File: src/pts_pkg.sv
package pts_pkg;

	// field widths of the request and response beats
	localparam int CMD_W  = 2;
	localparam int WORD_W = 32;
	localparam int IDX_W  = 10;
	localparam int STAT_W = 2;
	localparam int SIZE_W = 11;

	// command codes
	localparam logic [CMD_W-1:0] CMD_RESTART = 2'd0;
	localparam logic [CMD_W-1:0] CMD_STEP    = 2'd1;
	localparam logic [CMD_W-1:0] CMD_READ    = 2'd2;

	// status codes
	localparam logic [STAT_W-1:0] ST_OK    = 2'd0;
	localparam logic [STAT_W-1:0] ST_DONE  = 2'd1;
	localparam logic [STAT_W-1:0] ST_RANGE = 2'd2;

	// status of the serial remainder unit
	typedef struct packed {
		logic busy;
		logic done;
	} pts_div_stat_t;

endpackage

File: src/pts_mod_serial.sv
// bit-serial remainder: dividend mod divisor, one dividend bit per cycle
module pts_mod_serial import pts_pkg::*; #(
	parameter int DW = 10
) (
	input  logic              clk,
	input  logic              arst_n,
	input  logic              start,
	input  logic [WORD_W-1:0] dividend,
	input  logic [DW-1:0]     divisor,
	output logic [DW-1:0]     remainder,
	output pts_div_stat_t     stat
);

	localparam int CW = $clog2(WORD_W);

	logic [WORD_W-1:0] word_q;
	logic [DW-1:0]     rem_q;
	logic [DW-1:0]     div_q;
	logic [CW-1:0]     cnt_q;
	logic              busy_q;
	logic              done_q;

	logic [DW:0] shifted;
	logic [DW:0] diff;

	// shift in the next dividend bit and subtract when it fits
	assign shifted = {rem_q, word_q[WORD_W-1]};
	assign diff    = shifted - {1'b0, div_q};

	// control
	always_ff @(posedge clk or negedge arst_n) begin
		if (!arst_n) begin
			busy_q <= 1'b0;
			done_q <= 1'b0;
			cnt_q  <= '0;
		end else begin
			done_q <= 1'b0;
			if (start) begin
				busy_q <= 1'b1;
				cnt_q  <= '0;
			end else if (busy_q) begin
				cnt_q <= cnt_q + CW'(1);
				if (cnt_q == CW'(WORD_W - 1)) begin
					busy_q <= 1'b0;
					done_q <= 1'b1;
				end
			end
		end
	end

	// datapath
	always_ff @(posedge clk) begin
		if (start) begin
			word_q <= dividend;
			div_q  <= divisor;
			rem_q  <= '0;
		end else if (busy_q) begin
			word_q <= {word_q[WORD_W-2:0], 1'b0};
			if (shifted >= {1'b0, div_q}) begin
				rem_q <= diff[DW-1:0];
			end else begin
				rem_q <= shifted[DW-1:0];
			end
		end
	end

	assign remainder = rem_q;
	assign stat.busy = busy_q;
	assign stat.done = done_q;

	// partial remainder stays below the divisor
	a_rem_below: assert property (@(posedge clk) disable iff (!arst_n)
		(busy_q && div_q != '0) |-> (rem_q < div_q))
		else $error("remainder not below divisor");

	// count is parked at zero between runs
	a_cnt_idle: assert property (@(posedge clk) disable iff (!arst_n)
		!busy_q |-> (cnt_q == '0))
		else $error("bit count not parked");

	// done only once the run is over
	a_done_idle: assert property (@(posedge clk) disable iff (!arst_n)
		done_q |-> !busy_q)
		else $error("done while busy");

endmodule

File: config.mk
export PLATFORM = sky130hd
export DESIGN_NAME = pts_mod_serial
export DESIGN_NICKNAME = d
export VERILOG_FILES = /design/src/pts_pkg.sv /design/src/pts_mod_serial.sv
export SDC_FILE = /design/constraint.sdc
export NUM_CORES = 1
export LEC_CHECK = 0
export BUFFER_PORTS_ARGS = -buffer_cell sky130_fd_sc_hd__buf_2
export CAP_MARGIN = 5
export CORE_AREA = 2 2 78 80
export CTS_CLUSTER_SIZE = 28
export DETAILED_ROUTE_END_ITERATION = 8
export DIE_AREA = 0 0 80 82
export GPL_TIMING_DRIVEN = 0
export PLACE_DENSITY = 0.8
export RECOVER_POWER = 25
export SLEW_MARGIN = 0
export SYNTH_ARGS = -nofsm -noshare
export SYNTH_HDL_FRONTEND = slang
export SYNTH_SLANG_ARGS = --single-unit
File: constraint.sdc
create_clock -name clk -period 2.45 [get_ports clk]
set_input_delay 0.245 -clock clk [delete_from_list [all_inputs] [get_ports clk]]
set_output_delay 0.245 -clock clk [all_outputs]
set_load 0.02 [all_outputs]
# ---- Yosys cells after proc, flatten, opt, wreduce, memory -nomap -nowiden
# Cells that the tools add are included.
dict set report word_totals {
  ff_bits 59
  in_bits 45
  word_cells 22
}
dict set report classes {
  add_sub_neg 2
  magnitude_cmp 1
  eq_ne 1
  muxes 11
  n_reduce_logical 1
}
# op count
set ops {}
lappend ops {{$mux 32} 2}
lappend ops {{$ge 11x10->1} 1}
lappend ops {{$mux 10} 1}
lappend ops {{$mux 5} 2}
lappend ops {{$sub 10x10->10} 1}
lappend ops {{$mux 1} 6}
lappend ops {{$add 5x1->5 const B} 1}
lappend ops {{$eq 5x5->1 const B} 1}
lappend ops {{$reduce_bool 2->1} 1}

# ---- Logic depth before layout (Yosys ltp)
dict set report logic_depth {
  word_depth 4
  depth_mapped 9
}

# ---- Worst setup path after synthesis
# Ideal clock, no wire load.
dict set report synth_path {
  path_type {register to register}
  startpoint {register rem_q[1], in the netlist remainder[1]}
  endpoint {register rem_q[7], in the netlist remainder[7]}
  setup_time_ns 0.131
  t_arrival_ns 1.752
  required_ns 2.319
  slack_ns 0.567
  path_stages_with_launch 7
  n_path_buf 0
  synth_period_minus_slack_ns 1.883
  cell_sequence {dfxtp_1 > ha_1 > o211ai_1 > a21oi_4 > or4b_1 > o211ai_1 > o211ai_1}
}
dict set report synth_between {
  elab_chain_len 2
}
# element line_no
set synth_rtl {}
lappend synth_rtl {{from (decl)} pts_mod_serial.sv:17} ;# logic [DW-1:0] rem_q;
lappend synth_rtl {{from (signal assigned)} pts_mod_serial.sv:60} ;# rem_q <= diff[DW-1:0];
lappend synth_rtl {{from (signal assigned)} pts_mod_serial.sv:62} ;# rem_q <= shifted[DW-1:0];
lappend synth_rtl {{$sub 10x10->10 or $ge 11x10->1 (tied branches)} {pts_mod_serial.sv:28, pts_mod_serial.sv:59}}
lappend synth_rtl {{$mux 10 (*)} pts_mod_serial.sv:59} ;# if (shifted >= {1'b0, div_q}) begin
# Mark *: on every way between the ends. The rest lies on a longest branch, timed or not.
# A chain may end at the register's enable or synchronous reset.

# ---- Worst setup path in the final report
dict set report layout_path {
  startpoint {register busy_q}
  endpoint {register word_q[9] (enable)}
}
dict set report layout_between {
  elab_chain_len 1
}
# element line_no
set layout_rtl {}
lappend layout_rtl {{from (decl)} pts_mod_serial.sv:20} ;# logic busy_q;
lappend layout_rtl {{from (signal assigned)} pts_mod_serial.sv:33} ;# busy_q <= 1'b0;
lappend layout_rtl {{from (signal assigned)} pts_mod_serial.sv:39} ;# busy_q <= 1'b1;
lappend layout_rtl {{from (signal assigned)} pts_mod_serial.sv:44} ;# busy_q <= 1'b0;
lappend layout_rtl {{$reduce_bool 2->1 (no source line)} n/a}
lappend layout_rtl {{to (signal assigned)} pts_mod_serial.sv:54} ;# word_q <= dividend;
lappend layout_rtl {{to (signal assigned)} pts_mod_serial.sv:58} ;# word_q <= {word_q[WORD_W-2:0], 1'b0};
lappend layout_rtl {{to (decl)} pts_mod_serial.sv:16} ;# logic [WORD_W-1:0] word_q;
# Every way passes these cells.

==> flow_summary.ini <==
[min_path]
hold_class = in -> reg

[clocking]
clkTransAtPathRegs_ps = 70
cts_sinks = 59
cts_buffers = 9
cts_tree = built
clk_path_buf_depth = 2
root_buffer = clkbuf_8
clk_latency_ps = 340
cts_max_level = 3
cts.repair.resized = 0

[drt]
wire_per_inst_um = 14.9
vias = 2082
vias_per_cell = 5.38
initialDrtViolationCount = 111
drc = 0
wl_um = 5760
first_pass_iters = 6
ant_nets = 0

[synth]
synth_ff_type = edfxtp_1
seq_area_frac_synth = 0.537
synth-async-reset-ratio = 0.119
muxShareOfSynthArea = 0.124
yosysWarnings = 0
synth_area_leaders = edfxtp_1 41%, mux2_2 11%, dfxtp_1 6.6%
yosysUniqueCellTypes = 47
synth_compound_area_frac = 0.116
ys_ff_latch = 59
synth_edf_count = 42
synth-xor-area-share = 0.0230
synthAdderAreaFrac = 0.0558
syn_nets = 297
synth-simple-area-share = 0.102
netlist_area_um2 = 3050
netlist_instances = 239
synth_top_family_by_area = multiplexers
synth_common_cells = 42 x edfxtp_1, 31 x mux2_2, 19 x inv_1, 15 x nor2_1
synth.avg_cell_area_um2 = 12.8
synth.most_common_cell = edfxtp_1
yosys.area.top_type_share = 0.414
synth_top_area_cell = edfxtp_1

[final_layout]
drive_above_1_share = 0.385
nets = 365
stdcell_area_um2 = 3620
diodes = 0
syn_to_final_growth_pct = 18.8

[setup_path]
crit_family = buffers and inverters
crit_fanout = 32
critPathArrivalTime_ps = 2120
critPathLaunchType = flip-flop
required_ps = 2340
critPathSlowestCell = inv_1
path_class = reg -> reg
crit_path_end_kind = flip-flop
path_buf_inv = 3
slowest_delay_ps = 640
path_cells = buf_2 -> nor2_1 -> clkbuf_1 -> inv_1

[die]
core_area_um2 = 5750
io_pins = 57
die_h_um = 82
die_w_um = 80
initial_core_util = 0.530
num_rows = 28
die-area_um2 = 6560

[power]
ir_worst_vdd_uv = 391
p_per_area_nw_per_um2 = 678
combPwrFrac = 0.157
clockPowerShare = 0.354
p_switching_mw = 0.644
p_total_mw = 2.45
p_sw_frac = 0.262
pwr-share-seq = 0.489
power.leakage_nw = 1.53
p_int_mw = 1.81

[run_status]
status = complete, no violations

[global_route]
grt_pass1_vias = 2053
grt_pass1_wl_um = 9290
gr-total-overflow = 0
grt_usage = 0.193
antenna_found_initial = 0
grt_max_degree = 33

[placement]
gp_congestion = 0.829
portBuffers = 56
postPlaceCellArea_um2 = 3420
dpl.hpwl_um = 4180

[sta]
setup_viol = 0
period_share = 0.911
fin_crit_ps = 2230
maxSlewViolCount = 0
fmax_ghz = 0.448
relSlewSlack = 0.227
worstMarginPinSlew_ps = 1160
rsz0062_at_grt = no
hold_violations = 0
clock_skew_ps = 9.23

[job]
maxCapViolations = 0
## final timing paths
| kind | depth (start not counted) | slack (ps) | start | to |
|---|---|---|---|---|
| min in group asynchronous | 2 | 320 | arst_n | cnt_q[0]$_DFFE_PN0P_ |
| max in group asynchronous | 2 | 1850 | arst_n | busy_q$_DFF_PN0_ |
| max reg2reg | 4 | 220 | busy_q$_DFF_PN0_ | word_q[9]$_DFFE_PP_ |
| max | 4 | 220 | busy_q$_DFF_PN0_ | word_q[9]$_DFFE_PP_ |
| min reg2reg | 2 | 500 | remainder[9]$_SDFFE_PP0P_ | remainder[9]$_SDFFE_PP0P_ |
| min | 1 | 80 | divisor[3] | div_q[3]$_DFFE_PP_ |
## metal layers
| layer | vias to the layer above | GRT usage | wire length, µm |
|---|---|---|---|
| li1 | 1031 | - | - |
| met1 | 987 | 0.230 | 2430 |
| met2 | 50 | 0.317 | 2890 |
| met3 | 14 | 0.0484 | 268 |
| met4 | 0 | 0.114 | 174 |
| met5 | - | 0 | 0 |
## cells in the final DEF, fill, tap and decap left out, types with 3 or more instances in the layout
cell type	Yosys	final
nand3_1	5	5
o211ai_1	6	6
inv_1	19	19
nand2_1	12	12
clkbuf_1	1	4
dfxtp_1	10	10
edfxtp_1	42	42
xnor2_1	3	3
dfrtp_1	7	7
ha_1	12	12
mux2i_1	3	3
buf_2	4	58
mux2_2	31	31
nor2_1	15	15
o21ai_0	3	3
clkbuf_8	0	9
nor3_1	3	3
nand2b_1	3	3
a21oi_1	8	8
a211oi_1	3	3
xor2_1	5	5
o221ai_2	4	4
nand4_1	7	7
## worst reg2reg max path: cells and delay by family (launching register included)
kind          cells  cell delay (ps)
buf+inv           3             1240
flops             1              370
simple gates      1              160
## power groups by stage
stage               Combinational [mW]  Sequential [mW]  Clock (mW)
floorplan                        0.264             1.22           0
CTS                              0.388             1.20       0.891
finish                           0.385             1.20       0.868
global route                     0.426             1.21       0.933
detailed placement               0.384             1.22           0
global placement                 0.367             1.22           0
## final cells by class
type | count | area, µm²
fill | 495 | 2120
inverter | 19 | 71.3
clock inverter | 6 | 65.1
timing repair buffer | 57 | 289
tap | 75 | 93.8
multi-input combinational | 151 | 1280
clock buffer | 10 | 128
sequential | 59 | 1640
buffer | 10 | 56.3
## kinds of logic after synthesis
logic type / after synthesis
fa+ha+maj: 13
flops: 59
compound gates: 39
buf+inv: 29
mux: 34
simple gates: 57
xor+xnor: 8
## through the flow
| stage | util | TNS (ps) | instances | hold slack, ps | setup WS, ps |
|---|---|---|---|---|---|
| final | 0.630 | 0 | 387 | 77.7 | 218 |
| after global routing | 0.630 | 0 | 387 | 63.7 | 55.9 |
| after CTS | 0.631 | 0 | 387 | 62.4 | 205 |
| after detailed placement | 0.596 | -3740 | 370 | 87.0 | -118 |
| after global placement | 0.596 | -3400 | 370 | 83.7 | -107 |
| after floorplan | - | 0 | 239 | -50.6 | 567 |
## flip-flops by register name (all words and copies together), names as in the netlist
name / flops
word_q: 32
done_q: 1
busy_q: 1
div_q: 10
remainder: 10
cnt_q: 5
## timing repair
| action | 4_1_cts | 5_1_grt |
|---|---|---|
| hold endpoints to repair | 7 | 0 |
| setup buffers | 0 | 0 |
| hold buffers | 1 | 0 |
No activity file was read; power rests on OpenSTA's default activity.
